===== config.mk =====
export PLATFORM = sky130hd
export DESIGN_NAME = route_template_validator_flat
export DESIGN_NICKNAME = d
export VERILOG_FILES = /design/src/hw/rtl/rtv_pkg.sv /design/src/hw/rtl/rtv_char_if.sv /design/src/hw/rtl/rtv_char_class.sv /design/src/hw/rtl/route_template_validator.sv /design/src/flat_wrapper.sv
export SDC_FILE = /design/constraint.sdc
export NUM_CORES = 1
export LEC_CHECK = 0
export ABC_CLOCK_PERIOD_IN_PS = 3000
export BUFFER_PORTS_ARGS = -buffer_cell sky130_fd_sc_hd__buf_2
export CAP_MARGIN = 25
export CORE_MARGIN = 5
export CORE_UTILIZATION = 25
export CTS_CLUSTER_SIZE = 40
export DETAILED_ROUTE_END_ITERATION = 12
export PLACE_DENSITY = 0.48
export SYNTH_ARGS = -nofsm -noshare
export SYNTH_HDL_FRONTEND = slang
export SYNTH_HIERARCHICAL = 1
export SYNTH_SLANG_ARGS = --single-unit

===== constraint.sdc =====
create_clock -name clk_i -period 3 [get_ports clk_i]
set_input_delay 0 -clock clk_i [delete_from_list [all_inputs] [get_ports clk_i]]
set_output_delay 0 -clock clk_i [all_outputs]
set_load 0.01 [all_outputs]

===== src/hw/rtl/rtv_pkg.sv =====
// ----------------------------------------------------------------------------
// Route template validator package
// Widths, limits, character codes and the character class record.
// ----------------------------------------------------------------------------
package rtv_pkg;

  localparam int unsigned CountWidth = 12;

  localparam logic [CountWidth-1:0] CountMax = {CountWidth{1'b1}};
  localparam logic [CountWidth-1:0] LenReset = 12'd2048;

  localparam logic [7:0] ChSlash = 8'h2f;
  localparam logic [7:0] ChOpen  = 8'h7b;
  localparam logic [7:0] ChClose = 8'h7d;
  localparam logic [7:0] ChDot   = 8'h2e;

  typedef logic [CountWidth-1:0] count_t;

  typedef struct packed {
    logic is_slash;
    logic is_open;
    logic is_close;
    logic is_dot;
    logic is_group_char;
    logic is_path_char;
  } char_class_t;

endpackage


===== src/hw/rtl/rtv_char_if.sv =====
// ----------------------------------------------------------------------------
// Route template validator channel interfaces
// Valid/ready channels for target bytes and for verdicts.
// ----------------------------------------------------------------------------
interface rtv_char_if;
  logic       valid;
  logic       ready;
  logic [7:0] char_byte;
  logic       is_last;

  modport source (output valid, output char_byte, output is_last, input ready);
  modport sink   (input valid, input char_byte, input is_last, output ready);
endinterface

interface rtv_verdict_if;
  logic valid;
  logic ready;
  logic target_ok;

  modport source (output valid, output target_ok, input ready);
  modport sink   (input valid, input target_ok, output ready);
endinterface


===== src/hw/rtl/rtv_char_class.sv =====
// ----------------------------------------------------------------------------
// Route template validator character classifier
// Maps one byte onto the classes that the scan rules test.
// ----------------------------------------------------------------------------
module rtv_char_class (
  input  logic [7:0]          char_byte_i,
  output rtv_pkg::char_class_t class_o
);

  logic alnum;
  logic punct;

  assign alnum = ((char_byte_i >= 8'h30) && (char_byte_i <= 8'h39)) ||
                 ((char_byte_i >= 8'h41) && (char_byte_i <= 8'h5a)) ||
                 ((char_byte_i >= 8'h61) && (char_byte_i <= 8'h7a));

  always_comb begin
    unique case (char_byte_i)
      8'h2d, 8'h2e, 8'h5f, 8'h7e, 8'h21, 8'h24, 8'h26, 8'h27,
      8'h28, 8'h29, 8'h2a, 8'h2b, 8'h2c, 8'h3b, 8'h3d, 8'h3a,
      8'h40, 8'h2f, 8'h3f, 8'h25, 8'h23, 8'h5b, 8'h5d: punct = 1'b1;
      default: punct = 1'b0;
    endcase
  end

  always_comb begin
    class_o.is_slash      = (char_byte_i == rtv_pkg::ChSlash);
    class_o.is_open       = (char_byte_i == rtv_pkg::ChOpen);
    class_o.is_close      = (char_byte_i == rtv_pkg::ChClose);
    class_o.is_dot        = (char_byte_i == rtv_pkg::ChDot);
    class_o.is_group_char = alnum || (char_byte_i == 8'h5f) || (char_byte_i == 8'h2d);
    class_o.is_path_char  = alnum || punct;
  end

endmodule


===== src/hw/rtl/route_template_validator.sv =====
// ----------------------------------------------------------------------------
// Route template validator
// Scans a route target one byte per beat and gives one verdict per target.
// ----------------------------------------------------------------------------
// Channel   Direction  Payload               Beat
// char_i    in         char_byte, is_last    one target byte
// verdict_o out        target_ok             one verdict, on each last byte
//
// One byte is taken every cycle unless the scan stage is stalled; a verdict is
// presented once the scan stage passes its last byte on to the result register.
// Reset clears the scan state and loads max_length with 2048.
// A stalled verdict holds the scan stage only when that stage holds a last byte,
// so input stalls only once the scan stage also holds a last byte.
// ----------------------------------------------------------------------------
module route_template_validator (
  input  logic                                clk_i,
  input  logic                                rst_ni,
  input  logic                                cfg_we_i,
  input  logic [rtv_pkg::CountWidth-1:0]      cfg_wdata_i,
  rtv_char_if.sink                            char_i,
  rtv_verdict_if.source                       verdict_o
);

  rtv_pkg::count_t max_len_q;

  logic       s1_valid_q;
  logic [7:0] s1_byte_q;
  logic       s1_last_q;

  rtv_pkg::count_t count_q, count_d;
  logic            group_q, group_d;
  logic            dot_q, dot_d;
  logic            err_q, err_d;

  logic out_valid_q, out_valid_d;
  logic out_ok_q, out_ok_d;

  logic s1_adv;
  logic out_free;
  rtv_pkg::char_class_t cls;

  rtv_char_class u_class (
    .char_byte_i (s1_byte_q),
    .class_o     (cls)
  );

  assign out_free     = !out_valid_q || verdict_o.ready;
  assign s1_adv       = s1_valid_q && (!s1_last_q || out_free);
  assign char_i.ready = !s1_valid_q || s1_adv;

  always_comb begin
    count_d = count_q;
    group_d = group_q;
    dot_d   = dot_q;
    err_d   = err_q;

    if ((count_q == '0) && !cls.is_slash) begin
      err_d = 1'b1;
    end

    if (count_q == rtv_pkg::CountMax) begin
      err_d = 1'b1;
    end else begin
      count_d = count_q + rtv_pkg::count_t'(1);
    end

    if (group_q) begin
      if (cls.is_close) begin
        group_d = 1'b0;
      end else if (!cls.is_group_char) begin
        err_d = 1'b1;
      end
    end else begin
      priority if (cls.is_open) begin
        group_d = 1'b1;
      end else if (cls.is_close) begin
        err_d = 1'b1;
      end else if (!cls.is_path_char) begin
        err_d = 1'b1;
        dot_d = 1'b0;
      end else if (cls.is_dot) begin
        if (dot_q) begin
          err_d = 1'b1;
        end
        dot_d = 1'b1;
      end else begin
        dot_d = 1'b0;
      end
    end
  end

  always_comb begin
    out_valid_d = out_valid_q;
    out_ok_d    = out_ok_q;
    if (s1_adv && s1_last_q) begin
      out_valid_d = 1'b1;
      out_ok_d    = !err_d && !group_d && (count_d <= max_len_q);
    end else if (verdict_o.ready) begin
      out_valid_d = 1'b0;
    end
  end

  always_ff @(posedge clk_i or negedge rst_ni) begin
    if (!rst_ni) begin
      max_len_q <= rtv_pkg::LenReset;
    end else if (cfg_we_i) begin
      max_len_q <= cfg_wdata_i;
    end
  end

  always_ff @(posedge clk_i or negedge rst_ni) begin
    if (!rst_ni) begin
      s1_valid_q <= 1'b0;
    end else if (char_i.ready) begin
      s1_valid_q <= char_i.valid;
    end
  end

  always_ff @(posedge clk_i) begin
    if (char_i.ready && char_i.valid) begin
      s1_byte_q <= char_i.char_byte;
      s1_last_q <= char_i.is_last;
    end
  end

  always_ff @(posedge clk_i or negedge rst_ni) begin
    if (!rst_ni) begin
      count_q <= '0;
      group_q <= 1'b0;
      dot_q   <= 1'b0;
      err_q   <= 1'b0;
    end else if (s1_adv) begin
      if (s1_last_q) begin
        count_q <= '0;
        group_q <= 1'b0;
        dot_q   <= 1'b0;
        err_q   <= 1'b0;
      end else begin
        count_q <= count_d;
        group_q <= group_d;
        dot_q   <= dot_d;
        err_q   <= err_d;
      end
    end
  end

  always_ff @(posedge clk_i or negedge rst_ni) begin
    if (!rst_ni) begin
      out_valid_q <= 1'b0;
    end else begin
      out_valid_q <= out_valid_d;
    end
  end

  always_ff @(posedge clk_i) begin
    out_ok_q <= out_ok_d;
  end

  assign verdict_o.valid     = out_valid_q;
  assign verdict_o.target_ok = out_ok_q;

endmodule


===== src/flat_wrapper.sv =====
// flat-port wrapper written by rule: the top's interface ports become plain ports
module route_template_validator_flat 
  (clk_i, rst_ni, cfg_we_i, cfg_wdata_i, char_i_valid, char_i_char_byte, char_i_is_last, char_i_ready, verdict_o_valid, verdict_o_target_ok, verdict_o_ready);
  rtv_char_if char_i_i ();
  rtv_verdict_if verdict_o_i ();
  input  logic clk_i;
  input  logic rst_ni;
  input  logic cfg_we_i;
  input  logic [rtv_pkg::CountWidth-1:0] cfg_wdata_i;
  input wire logic [$bits(char_i_i.valid)-1:0] char_i_valid;
  input wire logic [$bits(char_i_i.char_byte)-1:0] char_i_char_byte;
  input wire logic [$bits(char_i_i.is_last)-1:0] char_i_is_last;
  output wire logic [$bits(char_i_i.ready)-1:0] char_i_ready;
  output wire logic [$bits(verdict_o_i.valid)-1:0] verdict_o_valid;
  output wire logic [$bits(verdict_o_i.target_ok)-1:0] verdict_o_target_ok;
  input wire logic [$bits(verdict_o_i.ready)-1:0] verdict_o_ready;
  assign char_i_i.valid = char_i_valid;
  assign char_i_i.char_byte = char_i_char_byte;
  assign char_i_i.is_last = char_i_is_last;
  assign char_i_ready = char_i_i.ready;
  assign verdict_o_valid = verdict_o_i.valid;
  assign verdict_o_target_ok = verdict_o_i.target_ok;
  assign verdict_o_i.ready = verdict_o_ready;
  route_template_validator u_core (.clk_i(clk_i), .rst_ni(rst_ni), .cfg_we_i(cfg_we_i), .cfg_wdata_i(cfg_wdata_i), .char_i(char_i_i), .verdict_o(verdict_o_i));
endmodule

==> metrics, run 1 <==
total gr overflow=0; WL/cell=12.84 um; Die H=111.6 um; CP Data Required Time=3.08 ns; R2R setup slack=0.23 ns; most frequent cells in the layout=33 x nand2_1, 28 x buf_2, 28 x dfrtp_1; Hold Crit Depth=3; RePlAce Congestion=0.8267; synthesized flop and latch total=39; CTS tree=done; top-area cell type share of the netlist area=27.14%; crit path capture type=flip-flop; Num CTS Buffers=5; clock insertion delay at the later pin of the skew report=0.29 ns; HP Class=input pin to flip-flop; CORE AREA=10180 um2; Hold Path Sink=u_core/max_len_q[11]; Avg Synthesized Cell Area=9.352 um2; Mapped Cells=276; clk slew on worst S/H paths=0.08 ns; first-pass GRT wire length=10550 um; clock sinks=39; Post-synth ARST share=74.36%; fraction of layout cells with a size suffix above 1=22.42%; Worst Max-Slew Pin Slew=0.6970 ns; Final Slew Violations=0; type of origin of the critical path=flip-flop; number of diodes=0; Initial Util=25.34%; die area=12460 um2; cell area after synthesis=2581 um2; synth top area cells=dfrtp_1 27%, edfxtp_1 12%, ha_1 6.8%; combinational power share=25.2%; Final Hold Fails=0; status=finished, final reports clean; Max Cap Violations=0; Yosys warning count=6; Tot GR Track Use=10.23%; vias in the first global route=2184; row cnt=37; worst relative slew slack=53.53%; layout net count=378; Syn-to-layout area delta=26.13%; H-tree Lvls=2; Top FF cell, synth=dfrtp_1; Detail Route Antenna Nets=0; Post-synth EDFFs=10; Detail Placement HPWL=4401 um; Worst Path Max Fanout=8; Worst R2R End=u_core/verdict_o.target_ok; Achievable Freq=360.4 MHz; DR vias=2212; maximum clock path buffer count=2; reg2reg start=u_core/count_q[1]; clock skew=0.007944 ns; Post-Syn Nets=316; via/cell ratio=4.657; Top Ports=29; CTS root buf=clkbuf_8; sw frac=29.40%; drt total wl=6098 um; initial antenna violation count=0; Internal Power=1011 uW; most common library cell in the layout ignoring fill and taps=nand2_1; post-synth cell types=64; die width=111.6 um; Total Power=1432 uW; worst IR drop on VDD=0.0001648 V; CP arrival=2.85 ns; Clock Power Share=30.2%; WS Path Type=flip-flop to flip-flop; Seq pwr share=44.6%; setup violation total in the final timing report=0; largest net degree at the start of global routing=30; post-synth top area cell=dfrtp_1; Port Buffers=28; FF-to-FF path depth=9; post-place setup slack=0.1945 ns; sequential element share of the synthesized area=39.80%; HP Start=cfg_we_i; setup ws final=0.2256 ns; hold slack=0.09770 ns; DRC=0; Leakage Power=0.001451 uW; DR pass1 iterations=4; Tmin final=2.774 ns; Pwr Density=439.7 nW/um2; Tcrit/Tclk final=92.48%; Switch Pwr=420.9 uW; Iter 0 DRT Violations=95
per-layer routing:
| layer | vias to the layer above | track usage (%) | wire length [um] |
|---|---|---|---|
| li1 | 1118 | - | - |
| met1 | 1042 | 13.71 | 2896 |
| met2 | 42 | 16.37 | 2886 |
| met3 | 10 | 1.848 | 165 |
| met4 | 0 | 4.055 | 150 |
| met5 | - | 0 | 0 |
synthesized netlist by cell type, types with 5 or more instances:
cell type  instances
xnor2_1            6
inv_1             20
dfrtp_1           28
nand4b_1           5
buf_6              8
ha_1              14
edfxtp_1          10
nand4_1            5
nand3_1            8
nand2_1           33
nor2_1            18
a21oi_1           17
o21ai_0           19
how the worst max path moves through the flow:
stage / from / end / slack (ns) / depth (start not counted)
finish: u_core/count_q[1] / u_core/verdict_o.target_ok / 0.23 / 9
floorplan: u_core/count_q[0] / u_core/verdict_o.target_ok / 0.27 / 10
CTS: u_core/count_q[1] / u_core/verdict_o.target_ok / 0.15 / 9
detailed placement: u_core/count_q[1] / u_core/verdict_o.target_ok / 0.19 / 9
global route: u_core/count_q[1] / u_core/verdict_o.target_ok / -0.001 / 9
global placement: u_core/count_q[10] / u_core/verdict_o.target_ok / 0.23 / 8
stage by stage:
| step | setup TNS (ns) | std cells | instance area [um2] | utilization, % |
|---|---|---|---|---|
| final | 0 | 475 | 3256 | 31.97 |
| after global routing | -0.001432 | 475 | 3256 | 31.97 |
| after CTS | 0 | 473 | 3233 | 31.74 |
| after detailed placement | 0 | 441 | 2885 | 28.33 |
| after global placement | 0 | 441 | 2885 | 28.33 |
| after floorplan | 0 | 276 | 2581 | - |
timing repair:
| item | CTS | global route |
|---|---|---|
| hold endpoints to repair | 51 | 0 |
| buffers inserted | 0 | 2 |
| hold buffers | 24 | 0 |
| resized for setup | 0 | 2 |
| setup endpoints to repair | 0 | 1 |
area by class of cell:
class / instances / area [um2]
Clock buffer: 5 / 68.82
Clock inverter: 3 / 38.79
Fill cell: 1071 / 6929
Inverter: 20 / 75.07
Multi-Input combinational cell: 201 / 1353
Sequential cell: 39 / 1027
Tap cell: 136 / 170.2
Timing Repair Buffer: 71 / 523.0
logic make-up (layout without fill, tap and decap cells):
| logic type | Yosys count | count (layout) | share of synthesized area [%] |
|---|---|---|---|
| xor gates and xnor gates | 7 | 7 | 2.375 |
| and+or+nand+nor | 107 | 107 | 24.53 |
| AOI/OAI and AO/OA | 69 | 69 | 16.72 |
| adders and majority gates | 14 | 14 | 6.786 |
| buffers and inverters | 36 | 99 | 8.095 |
| muxes | 4 | 4 | 1.696 |
| DFF | 39 | 39 | 39.80 |
flip-flops by register name (all words and copies together) (netlist names):
| signal | cells |
|---|---|
| u_core/verdict_o.target_ok | 1 |
| u_core/count_q | 12 |
| u_core/s1_valid_q | 1 |
| u_core/group_q | 1 |
| u_core/s1_byte_q | 8 |
| u_core/dot_q | 1 |
| u_core/verdict_o.valid | 1 |
| u_core/max_len_q | 12 |
| u_core/err_q | 1 |
| u_core/s1_last_q | 1 |
worst max-delay path, cell delays in order (launching register included):
cell	delay (ns)
dfrtp_1	0.40
ha_1	0.20
nand3_2	0.14
or3_4	0.45
nand2_1	0.09
o21ai_0	0.12
ha_1	0.31
nand4_1	0.09
or3_1	0.37
a2111oi_0	0.39
power by group through the flow:
| stage | sequential (uW) | clock, uW | combinational [uW] |
|---|---|---|---|
| final | 638 | 433 | 361 |
| after global routing | 645 | 481 | 412 |
| after CTS | 636 | 452 | 365 |
| after global placement | 648 | 0 | 337 |
| after floorplan | 635 | 0 | 256 |
| after detailed placement | 647 | 0 | 338 |
No activity file was read; power rests on OpenSTA's default activity.
==> run 2: changes to the inputs <==
==> constraint.sdc (replaced) <==
create_clock -name clk_i -period 3 [get_ports clk_i]
set_input_delay 0 -clock clk_i [delete_from_list [all_inputs] [get_ports clk_i]]
set_output_delay 0 -clock clk_i [all_outputs]
set_load 0.1 [all_outputs]
==> run 2 against run 1 <==
Combinational power rose by 5.8%. Worst setup slack got worse by 0.041 ns. Sequential power barely moved. Final cell count rose by 0.42%. Core utilization rose by 0.47 points. Largest power group unchanged.
==> metrics, run 2 (synthesized netlist as in run 1, its figures left out) <==
Tot GR Track Use=10.10% (was 10.23%); Hold Crit Depth=3 (unchanged); HP Class=input pin to flip-flop (unchanged); Syn-to-layout area delta=27.97% (was 26.13%); setup violation total in the final timing report=0 (unchanged); WS Path Type=flip-flop to flip-flop (unchanged); FF-to-FF path depth=10 (was 9); fin util=32.43% (was 31.97%); HP Start=cfg_we_i (unchanged); Die H=111.6 um (unchanged); Met2 Wirelength=2925 um (was 2886 um); worst-path cell chain=ha_1 -> nand3_2 -> or3_4 -> buf_4 -> nand2_1 -> o21ai_0 -> ha_1 -> nand4_1 -> or3_1 -> a2111oi_1 (was ha_1 -> nand3_2 -> or3_4 -> nand2_1 -> o21ai_0 -> ha_1 -> nand4_1 -> or3_1 -> a2111oi_0); clock sinks=39 (unchanged); CORE AREA=10180 um2 (unchanged); row cnt=37 (unchanged); Worst Path Max Fanout=7 (was 8); post-place setup slack=0.08088 ns (was 0.1945 ns); reg2reg start=u_core/count_q[0] (was u_core/count_q[1]); most used cell, CP=ha_1 (unchanged); Worst Max-Slew Pin Slew=0.6689 ns (was 0.6970 ns); Top Ports=29 (unchanged); DP Area=2879 um2 (was 2885 um2); Max Cap Violations=0 (unchanged); largest registers=u_core/count_q x12, u_core/max_len_q x12, u_core/s1_byte_q x8 (unchanged); Top Layer Used=met4 (unchanged); most common library cell in the layout ignoring fill and taps=nand2_1 (unchanged); largest net degree at the start of global routing=30 (unchanged); crit path capture type=flip-flop (unchanged); number of diodes=0 (unchanged); clock insertion delay at the later pin of the skew report=0.29 ns (about the same); wire length on met3=148 um (was 165 um); drt total wl=6172 um (was 6098 um); CP Data Required Time=3.09 ns (was 3.08 ns); RePlAce Congestion=0.8577 (was 0.8267); layout net count=380 (was 378); Detail Route Antenna Nets=0 (unchanged); clk slew on worst S/H paths=0.08 ns (about the same); Port Buffers=28 (unchanged); Critical Path Source=u_core/count_q[0] (was u_core/count_q[1]); first-pass GRT wire length=10340 um (was 10550 um); Tmin final=2.816 ns (was 2.774 ns); CP arrival=2.90 ns (was 2.85 ns); Initial Util=25.34% (unchanged); Leakage Power=0.001469 uW (was 0.001451 uW); type of origin of the critical path=flip-flop (unchanged); H-tree Lvls=2 (unchanged); met1 WL=2933 um (was 2896 um); Final Slew Violations=0 (unchanged); die area=12460 um2 (unchanged); Worst path max stage delay=0.44 ns (was 0.45 ns); CTS tree=done (unchanged); status=finished, final reports clean (unchanged); fraction of layout cells with a size suffix above 1=23.46% (was 22.42%); via/cell ratio=4.652 (was 4.657); setup ws final=0.1842 ns (was 0.2256 ns); clock skew=0.01098 ns (was 0.007944 ns); DR pass1 iterations=4 (unchanged); die width=111.6 um (unchanged); WL/cell=12.94 um (was 12.84 um); Final Hold Fails=0 (unchanged); total gr overflow=0 (unchanged); DRC=0 (unchanged); maximum clock path buffer count=2 (unchanged); most frequent cells in the layout=33 x nand2_1, 28 x buf_2, 27 x dfrtp_1 (was 33 x nand2_1, 28 x buf_2, 28 x dfrtp_1); worst relative slew slack=55.41% (was 53.53%); vias in the first global route=2198 (was 2184); CTS root buf=clkbuf_8 (unchanged); Tcrit/Tclk final=93.86% (was 92.48%); initial antenna violation count=0 (unchanged); DR vias=2219 (was 2212); slowest library cell on the worst path=or3_4 (unchanged); Num CTS Buffers=5 (unchanged); Total Power=1547 uW (was 1432 uW); worst IR drop on VDD=0.0001797 V (was 0.0001648 V); Detail Placement HPWL=4436 um (was 4401 um); Iter 0 DRT Violations=80 (was 95); Achievable Freq=355.1 MHz (was 360.4 MHz); Pwr Density=468.3 nW/um2 (was 439.7 nW/um2); Finished Cell Area=3303 um2 (was 3256 um2)
run 2: changes by cell type in the layout (fill, tap and decap cells not counted):
cell       before  now
dfrtp_1        28   27
a2111oi_1       0    1
buf_4          19   21
a211oi_2        0    1
a2111oi_0       1    0
dfrtp_2         0    1
clkinv_2        1    0
a211oi_1        2    1
clkinv_1        1    0
bufinv_16       1    2
clkbuf_1        0    1
run 2: what timing repair did:
item | CTS | global route
setup endpoints to repair | 0 | 1
endpoints found under the hold margin | 51 | 0
hold buffers | 24 | 0
resized for setup | 0 | 4
buffers inserted | 0 | 5
run 2: stage by stage:
step / cells / hold WS, ns / setup TNS, ns
3_5_place_dp: 440 / 0.08309 / 0
6_report: 477 / 0.1010 / 0
3_3_place_gp: 440 / 0.08524 / 0
2_1_floorplan: 276 / -0.2956 / 0
4_1_cts: 472 / 0.09047 / 0
5_1_grt: 477 / 0.1246 / -0.01184
run 2: final timing paths:
| path | endpoint | slack (ns) |
|---|---|---|
| max reg2reg | u_core/verdict_o.target_ok | 0.18 |
| min | u_core/max_len_q[11] | 0.10 |
| max | u_core/verdict_o.target_ok | 0.18 |
| min in group asynchronous | u_core/max_len_q[7] | 0.27 |
| max in group asynchronous | u_core/verdict_o.valid | 2.25 |
| min reg2reg | u_core/dot_q | 0.52 |
run 2: per-layer routing:
| layer | global-route usage (%) | up-vias |
|---|---|---|
| met5 | 0 | - |
| met4 | 4.217 | 0 |
| met3 | 1.793 | 11 |
| met2 | 16.53 | 27 |
| met1 | 13.15 | 1060 |
| li1 | - | 1121 |
run 2: worst max-delay path, delay by kind of cell, from the launching register on:
kind	cells	cell delay (ns)
buffers and inverters	1	0.15
DFF	1	0.41
adders and majority gates	2	0.50
AOI/OAI and AO/OA	2	0.45
and+or+nand+nor	5	1.10
run 2: power breakdown:
part | switching (uW) | total (uW) | internal, uW
Clock | 193 | 525 | 333
Combinational | 211 | 382 | 171
Sequential | 42.1 | 639 | 597
Total | 446 | 1550 | 1100
run 2: layout make-up:
class	count	area (um2)
clock buffers	6	72.57
clock inverters	2	60.06
fillers	1078	6882
inverters	20	75.07
multi-input cells	201	1359
flip-flops and latches	39	1028
well taps	136	170.2
repair buffers	73	538.0
==> run 3: changes to the inputs <==
--- a/config.mk
+++ b/config.mk
@@ -15,5 +15,4 @@
 export PLACE_DENSITY = 0.48
 export SYNTH_ARGS = -nofsm -noshare
 export SYNTH_HDL_FRONTEND = slang
-export SYNTH_HIERARCHICAL = 1
 export SYNTH_SLANG_ARGS = --single-unit
==> run 3 against run 2 <==
Die area down 6.6%. Clock-buffer cell count unchanged. Final area fell by 5.9%. Hold slack got worse by 0.064 ns. Via count fell by 6.8%. Final cell count decreased by 6.5%.
==> metrics, run 3 <==
status=finished, final reports clean (unchanged); clock sinks=39 (unchanged); total gr overflow=0 (unchanged); Syn-to-layout area delta=29.73% (was 27.97%); Mapped Cells=254 (was 276); clock skew=0.008318 ns (was 0.01098 ns); Num CTS Buffers=5 (unchanged); most common library cell in the layout ignoring fill and taps=nand2_1 (unchanged); Detail Route Antenna Nets=0 (unchanged); CP Buf/Inv Count=0 (was 1); H-tree Lvls=2 (unchanged); hold slack=0.03665 ns (was 0.1010 ns); post-synth cell types=57 (was 64); largest net degree at the start of global routing=30 (unchanged); Tmin final=2.789 ns (was 2.816 ns); setup ws final=0.2106 ns (was 0.1842 ns); CTS root buf=clkbuf_8 (unchanged); Post-synth ARST share=74.36% (unchanged); Max Cap Violations=0 (unchanged); HP Class=input pin to flip-flop (unchanged); DRC=0 (unchanged); Yosys warning count=0 (was 6); count leader, synth=nand2_1 (unchanged); RePlAce Congestion=0.8317 (was 0.8577); largest registers=u_core.count_q x12, u_core.max_len_q x12, u_core.s1_byte_q x8 (was u_core/count_q x12, u_core/max_len_q x12, u_core/s1_byte_q x8); Tcrit/Tclk final=92.98% (was 93.86%); layout net count=356 (was 380); CP Data Required Time=3.04 ns (was 3.09 ns); Leakage Power=0.001390 uW (was 0.001469 uW); CP delay by family, top=simple AND/OR/NAND/NOR gates (unchanged); maximum clock path buffer count=2 (unchanged); sequential element share of the synthesized area=42.89% (was 39.80%); WS Path Type=flip-flop to flip-flop (unchanged); DR vias=2069 (was 2219); CTS tree=done (unchanged); Top Ports=29 (unchanged); drt total wl=5769 um (was 6172 um); Initial Util=25.80% (was 25.34%); Worst Path Max Fanout=5 (was 7); Final Hold Fails=0 (unchanged); RSZ-0062 raised after global routing=false; Die H=107.9 um (was 111.6 um); worst IR drop on VDD=0.0002442 V (was 0.0001797 V); Top FF cell, synth=dfrtp_1 (unchanged); fraction of layout cells with a size suffix above 1=21.45% (was 23.46%); cell area after synthesis=2395 um2 (was 2581 um2); type of origin of the critical path=flip-flop (unchanged); worst relative slew slack=53.82% (was 55.41%); slowest library cell on the worst path=dfrtp_1 (was or3_4); DR pass1 iterations=7 (was 4); top-area cell type share of the netlist area=29.26% (was 27.14%); Final Slew Violations=0 (unchanged); synthesized flop and latch total=39 (unchanged); setup violation total in the final timing report=0 (unchanged); CORE AREA=9284 um2 (was 10180 um2); post-synth top area cell=dfrtp_1 (unchanged); synth top area cells=dfrtp_1 29%, edfxtp_1 13%, ha_1 7.3% (was dfrtp_1 27%, edfxtp_1 12%, ha_1 6.8%); CP arrival=2.83 ns (was 2.90 ns); Post-synth EDFFs=10 (unchanged); clk slew on worst S/H paths=0.08 ns (about the same); Worst Max-Slew Pin Slew=0.6927 ns (was 0.6689 ns); Detail Placement HPWL=4100 um (was 4436 um); crit path capture type=flip-flop (unchanged); most frequent cells in the layout=30 x nand2_1, 28 x buf_2, 28 x dfrtp_1 (was 33 x nand2_1, 28 x buf_2, 27 x dfrtp_1); first-pass GRT wire length=9936 um (was 10340 um); Tot GR Track Use=10.58% (was 10.10%); vias in the first global route=2115 (was 2198); initial antenna violation count=0 (unchanged); row cnt=35 (was 37); clock insertion delay at the later pin of the skew report=0.29 ns (about the same); Post-Syn Nets=294 (was 316); Achievable Freq=358.5 MHz (was 355.1 MHz); post-place setup slack=0.06451 ns (was 0.08088 ns); TNS Setup=0 ns (unchanged); synth cell count leaders=30 x nand2_1, 28 x dfrtp_1, 18 x inv_1, 18 x o21ai_0, 15 x nor2_1 (was 33 x nand2_1, 28 x dfrtp_1, 20 x inv_1, 19 x o21ai_0, 18 x nor2_1); WL/cell=12.93 um (was 12.94 um); Worst path max stage delay=0.41 ns (was 0.44 ns); via/cell ratio=4.639 (was 4.652); Iter 0 DRT Violations=93 (was 80); worst-path cell chain=ha_1 -> and2_2 -> and2_4 -> and3_4 -> nand3_2 -> mux2_4 -> ha_4 -> nand4_1 -> a21oi_1 -> a2111oi_4 -> nor2_2 -> nor3_2 (was ha_1 -> nand3_2 -> or3_4 -> buf_4 -> nand2_1 -> o21ai_0 -> ha_1 -> nand4_1 -> or3_1 -> a2111oi_1); die area=11640 um2 (was 12460 um2); DP Area=2729 um2 (was 2879 um2); die width=107.9 um (was 111.6 um); number of diodes=0 (unchanged); Avg Synthesized Cell Area=9.428 um2 (was 9.352 um2); Finished Cell Area=3107 um2 (was 3303 um2); fill count=1006 (was 1078); Port Buffers=28 (unchanged); Pwr Density=392.8 nW/um2 (was 468.3 nW/um2)
-- run 3: changes by cell type in the layout (fill, tap and decap cells not counted), moves of 3 or more --
| cell | before | now |
|---|---|---|
| a21oi_1 | 17 | 10 |
| a22o_1 | 1 | 6 |
| and3_1 | 0 | 5 |
| buf_4 | 21 | 14 |
| nand2_1 | 33 | 30 |
| nand4b_1 | 5 | 2 |
| nor2_1 | 17 | 14 |
| nor2b_1 | 2 | 5 |
| o22ai_1 | 4 | 1 |
-- run 3: what timing repair did --
| action | 4_1_cts | 5_1_grt |
|---|---|---|
| buffers inserted | 0 | 2 |
| hold buffers | 23 | 0 |
| resized for setup | 0 | 9 |
| hold endpoints to repair | 50 | 0 |
| endpoints found under the setup margin | 0 | 1 |
-- run 3: cell families after synthesis --
logic type      share of synthesized area, %
compound gates                         16.20
xor+xnor                               2.926
fa+ha+maj                              7.315
buf+inv                                5.224
flops                                  42.89
mux                                    1.515
simple gates                           23.93
-- run 3: path summary, 6_finish.rpt --
kind / from / endpoint / slack [ns] / depth (start not counted)
hold reg to reg: u_core.max_len_q[11] / u_core.max_len_q[11] / 0.52 / 2
min in group asynchronous: rst_ni / u_core.max_len_q[5] / 0.29 / 2
hold / removal: verdict_o_ready / u_core.s1_valid_q / 0.04 / 4
setup / recovery: u_core.count_q[1] / u_core.verdict_o.target_ok / 0.21 / 12
max in group asynchronous: rst_ni / u_core.count_q[8] / 2.26 / 2
setup reg to reg: u_core.count_q[1] / u_core.verdict_o.target_ok / 0.21 / 12
-- run 3: final cells by class --
cell class	instances	area (um2)	area share [%]
timing repair buffer	65	475.5	15.30
multi-input combinational	187	1290	41.52
tap	129	161.4	5.195
clock inverter	2	12.51	0.4027
sequential	39	1027	33.06
clock buffer	6	72.57	2.336
inverter	18	67.56	2.175
-- run 3: worst reg2reg max path, stage by stage, from the launching register on --
cell and delay (ns):
dfrtp_1 0.41, ha_1 0.22, and2_2 0.19, and2_4 0.17
and3_4 0.18, nand3_2 0.07, mux2_4 0.32, ha_4 0.28
nand4_1 0.18, a21oi_1 0.26, a2111oi_4 0.08, nor2_2 0.12
nor3_2 0.06
-- run 3: metal layers --
| metal | global-route usage [%] | part of all wire, % | vias to the layer above | wire, um |
|---|---|---|---|---|
| li1 | - | - | 1041 | - |
| met1 | 13.86 | 48 | 992 | 2786 |
| met2 | 17.36 | 47 | 28 | 2711 |
| met3 | 1.620 | 2.3 | 8 | 132 |
| met4 | 4.328 | 2.4 | 0 | 138 |
| met5 | 0 | 0 | - | 0 |
-- run 3: report_power, final --
group          switching (uW)  total (uW)  internal [uW]
Clock                     195         358            163
Combinational             140         250            110
Sequential               29.8         612            582
Total                     365        1220            855
-- run 3: through the flow --
step | instances | utilization (%) | total power (uW)
detailed placement | 413 | 29.39 | 839.9
finish | 446 | 33.46 | 1220
global placement | 413 | 29.39 | 834.0
floorplan | 254 | - | 763.3
CTS | 444 | 32.79 | 1224
global route | 446 | 33.46 | 1292
